File: src/rtl/tpsr_pkg.sv
package tpsr_pkg;

  localparam int unsigned RATE_W    = 17;
  localparam int unsigned BYTE_W    = 8;
  localparam int unsigned CYC_W     = 24;
  localparam int unsigned RUN_W     = 20;
  localparam int unsigned LEVEL_W   = 8;
  localparam int unsigned CLK_W     = 20;
  localparam int unsigned DIV_SHIFT = 5;
  localparam int unsigned LO_W      = CYC_W + RATE_W - DIV_SHIFT;
  localparam int unsigned HI_W      = 37;
  localparam int unsigned ACC_W     = HI_W + LO_W;
  localparam int unsigned ADD_W     = HI_W + 1;
  localparam int unsigned RECIP_S   = LO_W + 15;
  localparam int unsigned QUOT_W    = ACC_W - RECIP_S;
  localparam int unsigned CFG_IDX_W = 2;

  localparam logic [CLK_W-1:0]   CYCLE_CLOCK = 20'd985248;
  localparam logic [CYC_W-1:0]   FIXED_PAUSE = 24'd20400;
  localparam logic [LEVEL_W-1:0] LEVEL_LOW   = 8'h10;
  localparam logic [LEVEL_W-1:0] LEVEL_HIGH  = 8'hF0;
  localparam logic [RUN_W-1:0]   RUN_MAX     = 20'hFFFFF;
  localparam logic [RATE_W-1:0]  RATE_RESET  = 17'd30303;

  // odd part of the cycle clock and its rounded-up reciprocal
  localparam logic [63:0]     CLK_ODD    = 64'(CYCLE_CLOCK >> DIV_SHIFT);
  localparam logic [63:0]     RECIP_WIDE = ((64'd1 << RECIP_S) + CLK_ODD - 64'd1) / CLK_ODD;
  localparam logic [HI_W-1:0] RECIP      = RECIP_WIDE[HI_W-1:0];

  localparam logic [CFG_IDX_W-1:0] CFG_SAMPLE_RATE = 2'd0;
  localparam logic [CFG_IDX_W-1:0] CFG_TAP_VERSION = 2'd1;
  localparam logic [CFG_IDX_W-1:0] CFG_START_HIGH  = 2'd2;

  typedef logic [RUN_W-1:0] run_t;

  function automatic run_t sat_run(input logic [QUOT_W-1:0] n);
    run_t r;
    r = (n[QUOT_W-1:RUN_W] != '0) ? RUN_MAX : n[RUN_W-1:0];
    return r;
  endfunction

endpackage

File: src/rtl/tape_pulse_to_sample_runs.sv
// Converts tape-image bytes into pairs of constant-level runs. A pulse byte or a fixed
// pause is taken, then a shared 38-bit adder does 17 shift-add multiply steps
// (cycles * sample_rate) and 36 shift-add steps multiplying that product, less its five
// low bits, by a fixed reciprocal of 985248 / 32; the two runs are then offered one per
// cycle while out_ready is high. The block takes no new byte until the second run of a
// pulse has been taken. Length bytes of a three-byte pause other than the last are
// absorbed with no result. Configuration writes are taken in any cycle and must only
// come while idle.
module tape_pulse_to_sample_runs (
  input  logic                            clk,
  input  logic                            rst_n,
  input  logic                            in_valid,
  output logic                            in_ready,
  input  logic [tpsr_pkg::BYTE_W-1:0]     in_tap_byte,
  output logic                            out_valid,
  input  logic                            out_ready,
  output logic [tpsr_pkg::LEVEL_W-1:0]    out_sample_value,
  output logic [tpsr_pkg::RUN_W-1:0]      out_run_length,
  output logic                            out_last_of_pulse,
  input  logic                            cfg_we,
  input  logic [tpsr_pkg::CFG_IDX_W-1:0]  cfg_index,
  input  logic [tpsr_pkg::RATE_W-1:0]     cfg_wdata
);
  import tpsr_pkg::*;

  localparam logic [2:0] ST_IDLE  = 3'd0;
  localparam logic [2:0] ST_MUL   = 3'd1;
  localparam logic [2:0] ST_RECIP = 3'd2;
  localparam logic [2:0] ST_OUT1  = 3'd3;
  localparam logic [2:0] ST_OUT2  = 3'd4;

  localparam logic [5:0]  MUL_LAST   = 6'(RATE_W - 1);
  localparam logic [5:0]  RECIP_LAST = 6'(LO_W - 1);
  localparam int unsigned X_LSB      = LO_W - RATE_W + DIV_SHIFT;

  logic [2:0]        state_r, state_nxt;
  logic [5:0]        cnt_r, cnt_nxt;
  logic [ACC_W-1:0]  acc_r, acc_nxt;
  logic [CYC_W-1:0]  cycles_r, cycles_nxt;
  logic [1:0]        pause_left_r, pause_left_nxt;
  logic [RATE_W-1:0] rate_r;
  logic              version_r;
  logic              level_high_r;

  logic [HI_W-1:0]   opb;
  logic [ADD_W-1:0]  sum;
  logic [ACC_W-1:0]  shifted;

  logic              in_fire, out_fire;
  logic [CYC_W-1:0]  pause_acc;
  logic [QUOT_W-1:0] len, second_len;

  assign in_fire  = in_valid && in_ready;
  assign out_fire = out_valid && out_ready;

  // shared adder: upper half plus multiplicand, then shift right
  always_comb begin
    opb = '0;
    if (acc_r[0]) begin
      opb = (state_r == ST_RECIP) ? RECIP : {{(HI_W-CYC_W){1'b0}}, cycles_r};
    end
    sum = {1'b0, acc_r[ACC_W-1:LO_W]} + {1'b0, opb};
  end

  assign shifted = {sum, acc_r[LO_W-1:1]};

  always_comb begin
    unique case (pause_left_r)
      2'd3:    pause_acc = cycles_r | {16'b0, in_tap_byte};
      2'd2:    pause_acc = cycles_r | {8'b0, in_tap_byte, 8'b0};
      default: pause_acc = cycles_r | {in_tap_byte, 16'b0};
    endcase
  end

  always_comb begin
    state_nxt      = state_r;
    cnt_nxt        = cnt_r;
    acc_nxt        = acc_r;
    cycles_nxt     = cycles_r;
    pause_left_nxt = pause_left_r;
    unique case (state_r)
      ST_IDLE: begin
        if (in_fire) begin
          acc_nxt = {{(ACC_W-RATE_W){1'b0}}, rate_r};
          cnt_nxt = '0;
          if (pause_left_r != 2'd0) begin
            cycles_nxt     = pause_acc;
            pause_left_nxt = pause_left_r - 2'd1;
            if (pause_left_r == 2'd1) begin
              state_nxt = ST_MUL;
            end
          end else if (in_tap_byte != '0) begin
            cycles_nxt = {13'b0, in_tap_byte, 3'b0};
            state_nxt  = ST_MUL;
          end else if (!version_r) begin
            cycles_nxt = FIXED_PAUSE;
            state_nxt  = ST_MUL;
          end else begin
            cycles_nxt     = '0;
            pause_left_nxt = 2'd3;
          end
        end
      end
      ST_MUL: begin
        acc_nxt = shifted;
        cnt_nxt = cnt_r + 6'd1;
        if (cnt_r == MUL_LAST) begin
          // product drops its five low bits (the divisor's factor of 32) and becomes the next multiplier
          acc_nxt   = {{HI_W{1'b0}}, shifted[X_LSB +: LO_W]};
          cnt_nxt   = '0;
          state_nxt = ST_RECIP;
        end
      end
      ST_RECIP: begin
        acc_nxt = shifted;
        cnt_nxt = cnt_r + 6'd1;
        if (cnt_r == RECIP_LAST) begin
          state_nxt = ST_OUT1;
        end
      end
      ST_OUT1: begin
        if (out_fire) state_nxt = ST_OUT2;
      end
      ST_OUT2: begin
        if (out_fire) state_nxt = ST_IDLE;
      end
      default: state_nxt = ST_IDLE;
    endcase
  end

  always_ff @(posedge clk) begin
    if (!rst_n) begin
      state_r      <= ST_IDLE;
      cnt_r        <= '0;
      pause_left_r <= '0;
      cycles_r     <= '0;
      rate_r       <= RATE_RESET;
      version_r    <= 1'b0;
      level_high_r <= 1'b0;
    end else begin
      state_r      <= state_nxt;
      cnt_r        <= cnt_nxt;
      pause_left_r <= pause_left_nxt;
      cycles_r     <= cycles_nxt;
      if (cfg_we) begin
        if (cfg_index == CFG_SAMPLE_RATE) rate_r <= cfg_wdata;
        if (cfg_index == CFG_TAP_VERSION) version_r <= cfg_wdata[0];
        if (cfg_index == CFG_START_HIGH) level_high_r <= cfg_wdata[0];
      end
    end
  end

  always_ff @(posedge clk) begin
    acc_r <= acc_nxt;
  end

  assign len        = acc_r[ACC_W-1:RECIP_S];
  assign second_len = {1'b0, len[QUOT_W-1:1]} + {{(QUOT_W-1){1'b0}}, len[0]};

  assign in_ready          = (state_r == ST_IDLE);
  assign out_valid         = (state_r == ST_OUT1) || (state_r == ST_OUT2);
  assign out_last_of_pulse = (state_r == ST_OUT2);
  assign out_sample_value  = (level_high_r ^ out_last_of_pulse) ? LEVEL_HIGH : LEVEL_LOW;
  assign out_run_length    = out_last_of_pulse ? sat_run(second_len)
                                               : sat_run({1'b0, len[QUOT_W-1:1]});

  a_no_overlap: assert property (@(posedge clk) disable iff (!rst_n)
    !(in_ready && out_valid))
    else $error("input taken while a run is pending");

  a_second_follows: assert property (@(posedge clk) disable iff (!rst_n)
    (out_fire && !out_last_of_pulse) |=> (out_valid && out_last_of_pulse))
    else $error("second run of pulse missing");

  a_idle_after_pair: assert property (@(posedge clk) disable iff (!rst_n)
    (out_fire && out_last_of_pulse) |=> in_ready)
    else $error("not ready after run pair");

  a_pulse_busy: assert property (@(posedge clk) disable iff (!rst_n)
    (in_fire && pause_left_r == 2'd0 && in_tap_byte != '0) |=> (!in_ready && !out_valid))
    else $error("pulse byte did not start computation");

endmodule

File: config.mk
export PLATFORM = sky130hd
export DESIGN_NAME = tape_pulse_to_sample_runs
export DESIGN_NICKNAME = d
export VERILOG_FILES = /design/src/rtl/tpsr_pkg.sv /design/src/rtl/tape_pulse_to_sample_runs.sv
export SDC_FILE = /design/constraint.sdc
export NUM_CORES = 1
export LEC_CHECK = 0
export BUFFER_PORTS_ARGS = -buffer_cell sky130_fd_sc_hd__buf_2
export CORE_MARGIN = 3
export CORE_UTILIZATION = 62
export DETAILED_ROUTE_END_ITERATION = 8
export PLACE_DENSITY_LB_ADDON = 0.1
export SYNTH_ARGS = -nofsm -noshare
export SYNTH_HDL_FRONTEND = slang
export SYNTH_SLANG_ARGS = --single-unit
File: constraint.sdc
create_clock -name clk -period 9.75 [get_ports clk]
set_clock_uncertainty 0.15 [all_clocks]
set_input_delay 1.95 -clock clk [delete_from_list [all_inputs] [get_ports clk]]
set_output_delay 1.95 -clock clk [all_outputs]
set_load 0.02 [all_outputs]
; Word-level counts from Yosys, hierarchy flattened
; Index checks and enable logic that the tools add are counted.
[word_totals]
wordCells = 81
out_inout_bits = 31
register_bits = 127
[classes]
eq_ne = 19
n_reduce_logical = 17
mux = 29
n_addsub = 4
bitwise_logic = 4
[op_table]
columns = operator, count
row1 = 73-bit case mux with 3 select lines, 1
row2 = 73-bit 2-to-1 mux, 2
row3 = 37-bit 2-to-1 mux, 2
row4 = 20-bit 2-to-1 mux, 3
row5 = 24-bit case mux with 2 select lines, 1
row6 = 37-bit by 37-bit adder with 38-bit output, 1
row7 = 15-bit 2-to-1 mux, 2
row8 = 3-bit 2-to-1 mux, 9
row9 = 24-bit 2-to-1 mux, 1
row10 = 24-bit by 16-bit bitwise OR with 24-bit output, 1
row11 = 24-bit bitwise OR, 1
row12 = 24-bit by 8-bit bitwise OR with 24-bit output, 1
row13 = 21-bit by 1-bit adder with 22-bit output, 1
row14 = 6-bit case mux with 3 select lines, 1
row15 = 3-bit case mux with 5 select lines, 1
row16 = 6-bit 2-to-1 mux, 2
row17 = 2-bit AND reduction, 5
row18 = 8-bit 2-to-1 mux, 1
row19 = 8-bit nonzero test, 1
row20 = 7-bit AND reduction, 1
row21 = "6-bit by 1-bit adder with 6-bit output, second input constant", 1
row22 = "2-bit == test, second input constant", 3
row23 = "3-bit by 2-bit == test with 1-bit output, second input constant", 2
row24 = "6-bit by 5-bit == test with 1-bit output, second input constant", 1
row25 = 18 further kinds, 28

; Logic depth before layout (Yosys ltp)
[logic_depth]
depth_word = 6
mapped_depth = 13
ltp_nobuf = 12

; Least setup slack after synthesis
; Ideal clock, no wire load.
[synth_timing]
path_type = input to register
start = input port in_valid
end = register cnt_r[5]
arrival_ns = 6.233
setup_time_ns = 0.071
required_time_ns = 9.529
n_path_buf = 0
slack_ns = 3.296
path_stages = 5
path_cell_list = nor3_1 a211oi_2 nand4_1 or3_1 a21oi_1
[synth_between]
elab_chain_cells = 3
[synth_rtl]
columns = item, line
row1 = "start, declared", tape_pulse_to_sample_runs.sv:12  ; input logic in_valid,
row2 = 1-bit logical AND, tape_pulse_to_sample_runs.sv:53  ; assign in_fire = in_valid && in_ready;
row3 = 2-bit by 1-bit != test with 1-bit output (no line), --
row4 = 2-bit AND reduction (no line), --
row5 = "end signal, assigned", tape_pulse_to_sample_runs.sv:142  ; cnt_r <= cnt_nxt;
row6 = "end, declared", tape_pulse_to_sample_runs.sv:37  ; logic [5:0] cnt_r, cnt_nxt;
; No other way between the ends.
; A chain may end at the register's enable or synchronous reset.

; Final worst setup path
[layout_timing]
start = register acc_r[52]
end = output port out_run_length[15] (netlist name)
[layout_between]
elab_chain_cells = 4
[layout_rtl]
columns = item, line
row1 = "start, declared", tape_pulse_to_sample_runs.sv:38  ; logic [ACC_W-1:0] acc_r, acc_nxt;
row2 = "start signal, assigned", tape_pulse_to_sample_runs.sv:154  ; acc_r <= acc_nxt;
row3 = 21-bit by 1-bit adder with 22-bit output *, tape_pulse_to_sample_runs.sv:158  ; assign second_len = {1'b0, len[QUOT_W-1:1]} + {{(QUOT_W-1){1'b0}}, len[0]};
row4 = 2-bit nonzero test, tpsr_pkg.sv:38  ; r = (n[QUOT_W-1:RUN_W] != '0) ? RUN_MAX : n[RUN_W-1:0];
row5 = 20-bit 2-to-1 mux *, tpsr_pkg.sv:38
row6 = 20-bit 2-to-1 mux *, tape_pulse_to_sample_runs.sv:164  ; assign out_run_length = out_last_of_pulse ? sat_run(second_len)
row7 = "end, declared", tape_pulse_to_sample_runs.sv:18  ; output logic [tpsr_pkg::RUN_W-1:0] out_run_length,
; Mark *: on every way between the ends. The rest lies on a longest branch, timed or not.

==> results.md <==
* Critical path type: reg -> out
* Nets at 963
* Crit path time final at 5.436 ns
* WHS Path Cells at 2
* Clock Sinks at 127
* Clk buf depth at 2
* Crit path launch type: register
* Maximum vdd drop at around 0.23 mV
* Post-Route WL at about 20,000 um
* Hold crit path type: reg -> reg
* Seq/Total Area, Yosys at 0.4241
* Slew Viols, Final at 0
* Seq cells post-synth at ~130
* Worst-path fanout max at 25
* Largest net degree at the start of global routing at 79
* Vias per inst at between 6 and 7
* Root Driver: clkbuf_16
* Vias at approximately 6,800
* Final Power at 2831 uW
* Ys async rst share at 0
* Cts hold-fix bufs at 0
* CP max stage cell: nand2_1
* Vias in the first global route at 6,271
* # setup viols final at 0
* Die width at 117.6 um
* Hold path endpoint: cycles_r[10]$_SDFFE_PN0P_
* I/O pins at between 60 and 70
* Worst hold slack at 0.3121 ns
* Routability cong. at 0.9730
* RSZ-0062 raised after global routing: no
* R2R Path Start: state_r[1]$_SDFFE_PN0P_
* Final worst path period share at 0.5576
* Core Footprint at 0.01211 mm2
* R2R setup slack at 5.45 ns
* DIE AREA at 0.01382 mm2
* DR DRC count at 0
* Worst path required time at 7.65 ns
* WP buf/inv at 1
* Slew HR at 0.3230
* CP dominant cell by count: ha_1
* Initial core utilization at 0.6372
* Final worst setup slack at between 4 and 5 ns
* P&R area growth vs syn at 11.79%
* CP arrival at 3.34 ns
* DP Area at roughly 0.008 mm2
* HP Start: cycles_r[10]$_SDFFE_PN0P_
* # port buffers at 57
* Layout cells sized above 1 at 0.1192
* Mapped cell area at 0.007717 mm2
* Gr usage total at 0.2929
* PostCTS Resize Cnt at 0
* Pre-Repair DR Iteration Count at 8
* Setup Buffers After CTS at 0
* EDFF count, synth at 73
* Distinct cells, synth at 65
* Crit-path cells: ha_1, ha_1, nand4_1, nor4_1, a41o_1, nand2_1, o31ai_1, o21ai_0, buf_2
* First DRT Iteration DRCs at 831
* Warning count from the yosys run at 0
* RR Endpoint: acc_r[67]$_DFFE_PP_
* TritonCTS buffer count at 17
* H-Tree Depth at 4
* Setup crit end kind: output pin
* Final Cell Area at about 0.0086 mm2
* Delay-heaviest family, CP: simple AND/OR/NAND/NOR gates
* Pwr Density at 328.2 mW/mm2
* Dpl hpwl at approximately 14,000 um
* Gr ovfl total at 0
* Fmax at 183.9 MHz
* Clk Latency, worst-skew pair at 0.43 ns
* Row count at 40
* Pleak at roughly 0.0035 uW
* Final Hold Fails at 0
* Wire per inst at 18.72 um
* Mean Syn Cell Area at 8.953 um2
* R2r worst-path depth at 11
* Setup TNS at 0 ns
* CP max stage delay at 0.45 ns
* Fillers at 962
* Pre-CTS WS at between 4 and 5 ns
* First-pass GRT wire length at 32,740 um
* Critical path depth in cells at 9
* Initial antenna violation count at 1
* Status: finished, final reports clean
* Clock transition at path regs at approximately 0.060 ns
* Die Ht at between 100 and 150 um
* Antenna Cells at 0
* Worst-Margin Slew at 1.015 ns
* DRT antenna net count at 0
* Post-synth top flop: edfxtp_1
* Cells after Synth at 862
* Max cap viols at 0
* CTS tree: built
==> power breakdown <==
| part | internal, uW | switching, uW | total, uW | leakage (uW) |
|---|---|---|---|---|
| Combinational | 413 | 784 | 1200 | 0.00200 |
| Clock | 391 | 252 | 643 | 0.000286 |
| Sequential | 825 | 167 | 992 | 0.00120 |
| Total | 1630 | 1200 | 2830 | 0.00349 |
==> state kept, by name (all words and copies together) (netlist names) <==
| signal | count |
|---|---|
| acc_r | 73 |
| rate_r | 17 |
| version_r | 1 |
| cnt_r | 6 |
| pause_left_r | 2 |
| level_high_r | 1 |
| cycles_r | 24 |
| state_r | 3 |
==> worst max-delay path by stage <==
stage	start	endpoint	slack, ns
5_1_grt	acc_r[52]$_DFFE_PP_	out_run_length[15]	4.01
6_report	acc_r[52]$_DFFE_PP_	out_run_length[15]	4.31
2_1_floorplan	in_valid	cnt_r[5]$_SDFFE_PN0P_	3.30
3_3_place_gp	acc_r[52]$_DFFE_PP_	out_run_length[13]	4.94
3_5_place_dp	acc_r[52]$_DFFE_PP_	out_run_length[15]	4.82
4_1_cts	acc_r[52]$_DFFE_PP_	out_run_length[15]	4.36
==> per-layer routing <==
layer / vias up / track usage / wire length [um]
met2: 305 / 0.4364 / 8813
met3: 34 / 0.07256 / 1799
li1: 3228 / - / -
met1: 3236 / 0.4281 / 9182
met4: 2 / 0.08059 / 291
met5: - / 0 / 13
==> cell families after synthesis <==
family / share of synthesized area
xor+xnor: 0.03405
other cells: 0.0009731
simple gates: 0.1897
fa+ha+maj: 0.06258
mux: 0.009079
compound gates: 0.2323
flops: 0.4241
buf+inv: 0.04718
==> cell usage after synthesis (13+ instances only) <==
library cell	instances	area (um2)
nor2_1	67	251.5
inv_1	30	112.6
a22o_1	13	113.9
a222oi_1	13	130.1
nand2_1	108	405.4
nand3_1	27	135.1
a21o_1	15	112.6
dfxtp_1	54	1081
xnor2_1	16	140.1
xor2_1	14	122.6
and2_1	21	131.4
edfxtp_1	73	2192
and3_1	18	112.6
clkbuf_1	34	127.6
a21oi_1	75	375.4
o21ai_0	65	325.3
o21a_1	18	135.1
ha_1	37	462.9
==> final cells by class <==
class | instances | area, um2 | area share
Inverter | 32 | 120.1 | 0.01392
Multi-Input combinational cell | 654 | 4115 | 0.4770
Clock buffer | 23 | 500.5 | 0.05801
Clock inverter | 9 | 92.59 | 0.01073
Tap cell | 168 | 210.2 | 0.02437
Timing Repair Buffer | 61 | 315.3 | 0.03655
Sequential cell | 127 | 3273 | 0.3794
==> metrics by stage <==
stage               utilization  std cells
finish                   0.7123       1074
global route             0.7123       1074
CTS                      0.7123       1074
detailed placement       0.6633       1042
global placement         0.6633       1042
floorplan                     -        865
==> cell usage in the layout, fill, tap and decap left out, drive strengths merged, types with 22 or more instances in the layout <==
| cell | instances |
|---|---|
| ha | 37 |
| nor2 | 67 |
| dfxtp | 54 |
| nand3 | 27 |
| and2 | 22 |
| clkbuf | 23 |
| edfxtp | 73 |
| o21ai | 68 |
| a21oi | 75 |
| inv | 35 |
| buf | 61 |
| nand2 | 108 |
==> tightest hold or removal path: cells and delay by family, from the launching register on <==
family	cells	cell delay (ns)
buf+inv	1	0.05
compound gates	1	0.05
flops	1	0.31
(Power assumes the default switching activity.)
